`src/mtg_fifo.sv`:
```
`default_nettype none
// Two-entry queue of word/modulus pairs.
module mtg_fifo (
  input  wire logic        clk_i,
  input  wire logic        rst_ni,
  input  wire logic        in_valid_i,
  output logic             in_ready_o,
  input  wire logic [63:0] in_data_i,
  output logic             out_valid_o,
  input  wire logic        out_ready_i,
  output logic [63:0]      out_data_o
);
  logic [63:0] mem_q [2];
  logic        wp_q, rp_q;
  logic [1:0]  cnt_q;
  logic        push, pop;

  assign in_ready_o = (cnt_q != 2'd2);
  assign out_valid_o = (cnt_q != 2'd0);
  assign out_data_o = mem_q[rp_q];
  assign push = in_valid_i && in_ready_o;
  assign pop = out_valid_o && out_ready_i;

  always_ff @(posedge clk_i) begin
    if (push) mem_q[wp_q] <= in_data_i;
  end

  always_ff @(posedge clk_i or negedge rst_ni) begin
    if (!rst_ni) begin
      wp_q <= 1'b0;
      rp_q <= 1'b0;
      cnt_q <= 2'd0;
    end else begin
      if (push) wp_q <= ~wp_q;
      if (pop) rp_q <= ~rp_q;
      cnt_q <= cnt_q + {1'b0, push} - {1'b0, pop};
    end
  end

  a_cnt: assert property (@(posedge clk_i) disable iff (!rst_ni)
    cnt_q <= 2'd2) else $error("queue count overflow");
  a_ptr: assert property (@(posedge clk_i) disable iff (!rst_ni)
    (cnt_q == 2'd0 || cnt_q == 2'd2) |-> wp_q == rp_q) else $error("queue pointers disagree");
  a_push_full: assert property (@(posedge clk_i) disable iff (!rst_ni)
    cnt_q == 2'd2 && !pop |=> cnt_q == 2'd2) else $error("full queue lost an entry");
endmodule
`default_nettype wire

```
`config.mk`:
```
export PLATFORM = sky130hd
export DESIGN_NAME = mtg_fifo
export DESIGN_NICKNAME = d
export VERILOG_FILES = /design/src/mtg_fifo.sv
export SDC_FILE = /design/constraint.sdc
export NUM_CORES = 1
export LEC_CHECK = 0
export ABC_AREA = 0
export BUFFER_PORTS_ARGS = -buffer_cell sky130_fd_sc_hd__buf_4
export CELL_PAD_IN_SITES_DETAIL_PLACEMENT = 1
export CELL_PAD_IN_SITES_GLOBAL_PLACEMENT = 1
export CORE_MARGIN = 8
export CORE_UTILIZATION = 44
export CTS_CLUSTER_SIZE = 30
export DETAILED_ROUTE_END_ITERATION = 6
export HOLD_SLACK_MARGIN = 0.06
export PLACE_DENSITY_LB_ADDON = 0.05
export SETUP_SLACK_MARGIN = 0.2
export SLEW_MARGIN = 20
export SYNTH_ARGS = -nofsm -noshare
export SYNTH_HDL_FRONTEND = slang
export SYNTH_SLANG_ARGS = --single-unit
```
`constraint.sdc`:
```
create_clock -name clk_i -period 5.3 [get_ports clk_i]
set_clock_uncertainty 0.1 [all_clocks]
set_input_delay 0.53 -clock clk_i [delete_from_list [all_inputs] [get_ports clk_i]]
set_output_delay 0.53 -clock clk_i [all_outputs]
set_load 0.05 [all_outputs]
```
==> impl_results.md <==
- Status: complete, no violations
- Crit start category: flop
- Crit Path Class: reg -> out
- Delay of the slowest critical-path stage: 700 ps
- Final ANT Viol Nets: 0
- Core ar.: 0.0113 sq mm
- Die Ht: 123 um
- Setup-failing EPs final: 0
- R2R depth: 4
- Clock Path Buffers: 2
- Static Leak: 0.00268 uW
- Worst path top cell family by delay: flip-flops
- Port bufs: 133
- Routed len/inst: 19.5 um
- Syn_area_per_cell: between 20 and 25 sq um
- Gr ovfl total: 0
- Post-CTS resize count: 0
- DRT Pass-1 Iters: 4
- Cells after synthesis: between 200 and 250
- Min-Delay Path Class: in -> reg
- Crit path DAT: 2040 ps
- Max FO, Critical Path: 41
- Hpwl dp: 6.93 mm
- Root Driver: clkbuf_16
- Antenna Cells: 0
- DRC viols: 0
- Worst Hold Depth: 1
- Crit-path cells: buf_16 -> mux2_2 -> buf_4
- Clock Latency Late Sink: around 400 ps
- Vias in the first global route: 2856
- H-tree depth: 4
- Vias: ~2400
- Most frequent cells in the layout: buf_4 (135), edfxtp_1 (128), mux2_4 (50)
- Yosys cell types: 16
- Clk sink count: 132
- Kind of end point of the critical path: primary output
- Power Total: 4540 uW
- Tmin final: 2670 ps
- FF+latch count, synth: 132
- Final Slew Violations: 0
- Total routed wirelength: 10.1 mm
- Cts bufs inserted: 17
- CP required: between 4000 and 5000 ps
- Commonest non-fill, non-tap cell in the layout: buf_4
- Power Density: 675 mW/mm^2
- Slew margin rel.: roughly half
- Nets: 435
- FILL cells: 1012
- Die footprint: between 0.015 and 0.02 sq mm
- I/O Pins: between 100 and 150
- RSZ-0062 raised after global routing: no
- DR vias/cell: 4.66
- Die width: 123 um
- Final period util: 50.3%
- CTS tree: built
- Worst-Margin Slew: 740 ps
- CP max stage cell: dfrtp_4
- Net Count, Synth: 286
- Final-report hold violation count: 0
- Final worst slack: approximately 2600 ps
- CP Buf/Inv Count: 2
- Initial Utilization: between 40% and 50%
- Largest net degree at the start of global routing: between 60 and 70
- Crit. path cell count: 3
- Initial antenna violation count: 0
- TNS Setup: 0 ps
- Peak Freq: 0.375 GHz
- Total GRT Usage: 13.6%
- Post-place setup slack: 2820 ps
- Synthesized cell area: 0.00502 sq mm
- Max-Cap Viols: 0
- GPL Wtd Cong: 0.674
- Sequential area share after synthesis: 78.5%
- Fraction of layout cells with a size suffix above 1: 60.1%
- Reg clk slew, reported paths: approximately 50 ps
- Syn. warnings: 0
- Area grow syn2layout: 33.8%
- Drt initial violations: 52
- VDD IR max: 0.313 mV
- First-pass GRT wire length: 15.2 mm
- Row count: 39
[cell usage after synthesis (all sizes together)]
library cell / instances / area (sq um)
nor2: 1 / 3.75
dfrtp: 4 / 100
nand2b: 1 / 6.26
buf: 7 / 72.6
inv: 1 / 3.75
ha: 2 / 25.0
mux2: 64 / 908
and3: 1 / 6.26
and2: 1 / 8.76
nand2: 1 / 3.75
or2: 1 / 6.26
edfxtp: 128 / 3840
xnor2: 3 / 26.3
xor2: 1 / 8.76
[where the power goes]
part           total [uW]  internal, uW  switching, uW
clock                1060           678            377
sequential           1540          1430            110
combinational        1940           707           1230
total                4540          2820           1720
[layout make-up]
cell class / count / area, sq um / area share [%]
repair buffers: 137 / 1050 / 15.6
inverters: 1 / 3.75 / 0.0558
multi-input cells: 76 / 1010 / 15.1
well taps: 143 / 179 / 2.66
clock inverters: 8 / 86.3 / 1.28
flip-flops and latches: 132 / 3950 / 58.7
clock buffers: 22 / 444 / 6.61
[state kept, by name, summed over array words and instances (netlist names)]
register,flops
mem_q,128
cnt_q,2
rp_q,1
wp_q,1
[cells by family after synthesis]
kind of cell | share of synthesized area, %
buf+inv | 1.52
fa+ha+maj | 0.498
flops | 78.5
simple gates | 0.698
mux | 18.1
xor+xnor | 0.698
[final timing paths]
path | startpoint | endpoint | slack (ps)
worst max-delay path | rp_q | out_data_o[55] | 2630
worst min register to register | cnt_q[0] | cnt_q[0] | 430
worst max register to register | cnt_q[1] | mem_q[0][32] | 2920
worst min-delay path | in_data_i[52] | mem_q[1][52] | 210
max in group asynchronous | rst_ni | rp_q | 4600
min in group asynchronous | rst_ni | wp_q | 390
[metrics by stage]
stage	hold WS [ps]	std cells	util [%]	instance area, sq um
5_1_grt	190	519	59.7	6720
3_3_place_gp	228	487	54.6	6160
4_1_cts	192	518	59.4	6700
2_1_floorplan	134	216	-	5020
6_report	210	519	59.7	6720
3_5_place_dp	231	487	54.6	6160
[worst reg2reg max path, delay by kind of cell, from the launching register on]
kind,cells,cell delay [ps]
AND/OR/NAND/NOR,3,910
buffers and inverters,1,590
flip-flops,1,400
[per-layer routing]
layer | track usage [%] | part of all wire [%] | vias up
li1 | - | - | 1150
met1 | 13.9 | 37 | 1180
met3 | 5.34 | 6.7 | 12
met4 | 6.63 | 1.8 | 0
met5 | 0 | 0 | -
met2 | 24.0 | 54 | 79
[timing repair]
action / CTS / global route
hold buffers: 1 / 0
hold endpoints to repair: 4 / 0
setup buffers: 0 / 0
(Power assumes the default switching activity.)
