<file path="src/mtg_divider.sv">
`default_nettype none
// Back part: restoring divider, one quotient bit per cycle, output register.
module mtg_divider (
  input  wire logic        clk_i,
  input  wire logic        rst_ni,
  input  wire logic        in_valid_i,
  output logic             in_ready_o,
  input  wire logic [63:0] in_data_i,
  output logic             out_valid_o,
  input  wire logic        out_ready_i,
  output logic [31:0]      value_o
);
  localparam logic [1:0] S_IDLE = 2'd0;
  localparam logic [1:0] S_DIV  = 2'd1;
  localparam logic [1:0] S_OUT  = 2'd2;

  logic [1:0]  state_q;
  logic [31:0] dvd_q, div_q, rem_q;
  logic [4:0]  cnt_q;
  logic [32:0] trial;

  assign trial = {rem_q, dvd_q[31]} - {1'b0, div_q};
  assign in_ready_o = (state_q == S_IDLE);
  assign out_valid_o = (state_q == S_OUT);
  assign value_o = rem_q;

  always_ff @(posedge clk_i or negedge rst_ni) begin
    if (!rst_ni) begin
      state_q <= S_IDLE;
      cnt_q <= '0;
    end else begin
      case (state_q)
        S_IDLE: if (in_valid_i) begin
          state_q <= (in_data_i[31:0] == 32'd0) ? S_OUT : S_DIV;
          cnt_q <= '0;
        end
        S_DIV: begin
          cnt_q <= cnt_q + 1'b1;
          if (cnt_q == 5'd31) state_q <= S_OUT;
        end
        S_OUT: if (out_ready_i) state_q <= S_IDLE;
        default: state_q <= S_IDLE;
      endcase
    end
  end

  // rem_q carries the raw word when the modulus is zero
  always_ff @(posedge clk_i) begin
    if (state_q == S_IDLE && in_valid_i) begin
      dvd_q <= in_data_i[63:32];
      div_q <= in_data_i[31:0];
      rem_q <= (in_data_i[31:0] == 32'd0) ? in_data_i[63:32] : 32'd0;
    end else if (state_q == S_DIV) begin
      dvd_q <= {dvd_q[30:0], 1'b0};
      if (!trial[32]) rem_q <= trial[31:0];
      else rem_q <= {rem_q[30:0], dvd_q[31]};
    end
  end

  a_rem_lt: assert property (@(posedge clk_i) disable iff (!rst_ni)
    state_q == S_DIV |-> rem_q < div_q) else $error("partial remainder too large");
  a_done: assert property (@(posedge clk_i) disable iff (!rst_ni)
    state_q == S_DIV && cnt_q == 5'd31 |=> state_q == S_OUT) else $error("divide overran");
  a_hold: assert property (@(posedge clk_i) disable iff (!rst_ni)
    out_valid_o && !out_ready_i |=> $stable(value_o)) else $error("result changed");
endmodule
`default_nettype wire

</file>
<file path="config.mk">
export PLATFORM = sky130hd
export DESIGN_NAME = mtg_divider
export DESIGN_NICKNAME = d
export VERILOG_FILES = /design/src/mtg_divider.sv
export SDC_FILE = /design/constraint.sdc
export NUM_CORES = 1
export LEC_CHECK = 0
export BUFFER_PORTS_ARGS = -buffer_cell sky130_fd_sc_hd__buf_2
export CAP_MARGIN = 10
export CORE_MARGIN = 3
export CORE_UTILIZATION = 52
export DETAILED_ROUTE_END_ITERATION = 7
export PLACE_DENSITY = 0.85
export REMOVE_ABC_BUFFERS = 1
export SLEW_MARGIN = 5
export SYNTH_ARGS = -nofsm -noshare
export SYNTH_HDL_FRONTEND = slang
export SYNTH_SLANG_ARGS = --single-unit
</file>
<file path="constraint.sdc">
create_clock -name clk_i -period 2.8 [get_ports clk_i]
set_clock_uncertainty 0.05 [all_clocks]
set_input_delay 0.14 -clock clk_i [delete_from_list [all_inputs] [get_ports clk_i]]
set_output_delay 0.14 -clock clk_i [all_outputs]
set_load 0.03 [all_outputs]
</file>
==> summary.txt <==
Placed design
  – Gpl congestion: about 0.96
  – DPL Wire Length: ~13000 um
  – Dpl cells: roughly 980
  – PortBufs: slightly above 100

Global route
  – Total GRT Usage: 29.7%
  – Maximum number of pins on one net before global-route repair: 45
  – First-pass GRT wire length: 31300 um
  – Overflow after GRT: 0
  – Number of global-route vias before repair: approximately 6400
  – Initial antenna violation count: 0

Timing
  – Setup TNS: -10.42 ns
  – Final setup fails: 32
  – WHS: 0.00295 ns
  – Tightest Pin Transition: between 0.5 and 0.6 ns
  – Slew HR: 61.9%
  – Unrepaired setup endpoints after global routing: yes
  – Final max-slew violation count: 0
  – Max frequency: between 0.3 and 0.4 GHz
  – Final period utilization: 116%
  – Crit path setup slack, layout: -0.449 ns
  – Final Hold Fails: 0
  – Tmin final: approximately 3.2 ns

Pwr
  – Leakage: between 4 and 5 nW
  – Internal Power: 7.26 mW
  – Tot Pwr: 13.0 mW
  – Switching Power: 5.79 mW
  – Combinational Power Share: between 60% and 70%
  – Sw Ratio: 44.4%
  – Pwr dens: 1470 mW/mm^2
  – Register share of total power: a little under a quarter
  – Worst VDD drop: approximately 0.63 mV
  – Clk pwr share: 10.1%

Setup path
  – Worst EP arrival: 3.30 ns
  – Worst Path Max Fanout: 6
  – CP Data Required Time: approximately 2.9 ns
  – Worst setup path class: reg -> reg
  – Startpoint class of the critical path: flip-flop
  – Worst reg-to-reg path cell count: 11
  – Worst setup EP type: flip-flop

Finish
  – Nets@finish: 1004
  – Final core utilization: about three quarters
  – Ant diodes: 0
  – Layout cells sized above 1: 36.3%
  – Layout Cells excl Fill: 1049
  – Commonest non-fill, non-tap cell in the layout: nand2_1
  – Filler Cell Count: approximately 690
  – Area of the multi-input gates: between 0.003 and 0.004 mm^2
  – Commonest cells after routing, fill and taps aside: nand2_1, buf_4, buf_2, edfxtp_1, a21oi_1
  – FF/Latch Area: between 0.003 and 0.004 mm^2
  – P&R area growth vs syn: 40.8%

Yosys
  – Ys flop type: edfxtp_1
  – Synth async-reset ratio: just under 7%
  – FF+latch count, synth: around 100
  – Register area share after synthesis: about half
  – Post-Syn Area: between 0.006 and 0.007 mm^2
  – Synthesized instance count: between 600 and 700
  – Yosys Warn Count: 0
  – Yosys cell types: 54
  – Synth Area per Inst: around 9.6 um^2
  – Number of flops mapped to enable cells by yosys: 96

Die
  – Die area: about 0.013 mm^2
  – Initial core utilization: between 50% and 60%
  – Number of I/O pins: around 100
  – CORE AREA: roughly 0.012 mm^2
  – Die height: ~120 um
  – Die X-Extent: 116 um
  – Rows: 39

Run status
  – Failing checks: negative setup slack
  – Outcome: complete, but fails checks

Clock network
  – CTS tree: yes
  – Clk slew on worst S/H paths: roughly 0.08 ns
  – CTS sink cnt: between 100 and 150
  – Htree depth: 3
  – TritonCTS buffer count: 9
  – Root Buffer: clkbuf_16
  – Worst skew pair latency: 0.36 ns
  – CTS max path bufs: 2

Min path
  – Worst hold stages: 3
  – HP Class: in -> reg

Route
  – Detail Route Antenna Nets: 0
  – DRC: 0
  – Via count: approximately 6600
  – Final WL: 22000 um
  – Iteration-0 DRC Markers: between 700 and 800
  – Vias/cell: between 6 and 7
  – Avg WL per Cell: ~21 um
  – DRT Pass-1 Iters: 7

Run
  – Max-cap violations: 0
[power by group through the flow]
stage          Combinational, mW  Sequential [mW]  Clock, mW
6_report                    8.68             3.04       1.32
4_1_cts                     7.14             3.01       1.30
3_3_place_gp                6.27             2.97          0
5_1_grt                     9.16             3.09       1.38
2_1_floorplan               3.49             3.44          0
3_5_place_dp                6.52             3.01          0
[cell type report]
class                   count  area share [%]
clock inverters             7           0.817
clock buffers               9            2.54
inverters                  37            1.56
multi-input cells         489            37.3
flip-flops and latches    103            34.4
repair buffers            261            21.3
well taps                 143            2.01
[through the flow]
stage / instance area, um^2 / setup slack [ns]
6_report: 8880 / -0.449
5_1_grt: 8880 / -0.509
4_1_cts: 8520 / -0.150
3_5_place_dp: 7610 / -0.439
3_3_place_gp: 7610 / -0.313
2_1_floorplan: 6100 / -1.83
[timing repair]
item                                    4_1_cts  5_1_grt
gates cloned                                  0        1
hold buffers                                 33        0
hold endpoints to repair                     39        0
pin swaps                                    33       24
resized for setup                            37       67
setup buffers                                15        8
endpoints found under the setup margin       32       32
[registers in the layout, summed over array words and instances, names as in the netlist]
name and cells:
value_o 32, div_q 32, cnt_q 5, state_q 2, dvd_q 32
[Yosys cell counts, types with 2 or more instances]
cell           count  area share (%)
inv_1             37             2.2
a21boi_0           2            0.24
o21a_1             5            0.60
dlygate4sd3_1      4            0.63
and2_1             2            0.20
nor2_1            22             1.3
clkbuf_1          16            0.95
nand2b_1           8            0.79
a311oi_1           2            0.28
nand3_1           35             2.8
and3_1             6            0.60
o22ai_1            2            0.20
nor4_1             9            0.89
nand4_1            5            0.50
buf_4              3            0.36
mux2i_1            6            0.95
o21ai_0           32             2.5
xnor2_1           20             2.8
o21ai_1            3            0.24
a21o_1            14             1.7
nor3_1             5            0.40
a31oi_1           18             1.8
nand2_1          156             9.3
a211oi_1           2            0.24
o211ai_2           2            0.40
edfxtp_1          96              46
xor2_1             8             1.1
buf_6              3            0.54
a21oi_1           56             4.4
o21bai_1           4            0.48
o211ai_1           6            0.71
dfrtp_1            7             2.8
ha_1              34             6.7
a41o_1             2            0.32
buf_12             2            0.63
nor2b_1            7            0.69
[worst paths after layout]
kind | startpoint | to | slack [ns]
max in group asynchronous | rst_ni | cnt_q[2]$_DFFE_PN0P_ | 2.45
min in group asynchronous | rst_ni | state_q[0]$_DFFE_PN0P_ | 0.09
hold reg to reg | cnt_q[3]$_DFFE_PN0P_ | cnt_q[3]$_DFFE_PN0P_ | 0.47
hold / removal | in_data_i[36] | dvd_q[4]$_DFFE_PP_ | 0.003
setup reg to reg | value_o[10]$_DFFE_PP_ | value_o[29]$_DFFE_PP_ | -0.45
setup / recovery | value_o[10]$_DFFE_PP_ | value_o[29]$_DFFE_PP_ | -0.45
[worst max-delay path, stage by stage, from the launching register on]
cell and delay (ns):
edfxtp_1 0.41, ha_2 0.42, nand4_1 0.26, nor4_2 0.40
o211ai_2 0.17, o211ai_2 0.12, o21a_4 0.17, a31oi_4 0.13
xnor2_4 0.32, buf_6 0.21, mux2i_1 0.24, o21ai_1 0.08
[kinds of logic (layout without fill, tap and decap cells)]
logic type      after synthesis  after routing  synth area share, %
buf+inv                      67            314                 5.46
mux                           6              6                0.952
xor+xnor                     29             29                 4.15
fa+ha+maj                    35             35                 7.06
flops                       103            103                 48.5
simple gates                260            260                 18.1
compound gates              159            159                 15.8
[layer usage]
metal / vias up / GRT usage (%) / wire, um
li1: 2846 / - / -
met1: 3054 / 35.7 / 7810
met2: 536 / 51.1 / 10500
met3: 142 / 6.37 / 2420
met4: 0 / 13.9 / 1270
met5: - / 0 / 0
Note: power is estimated with default switching activity, not from simulation.
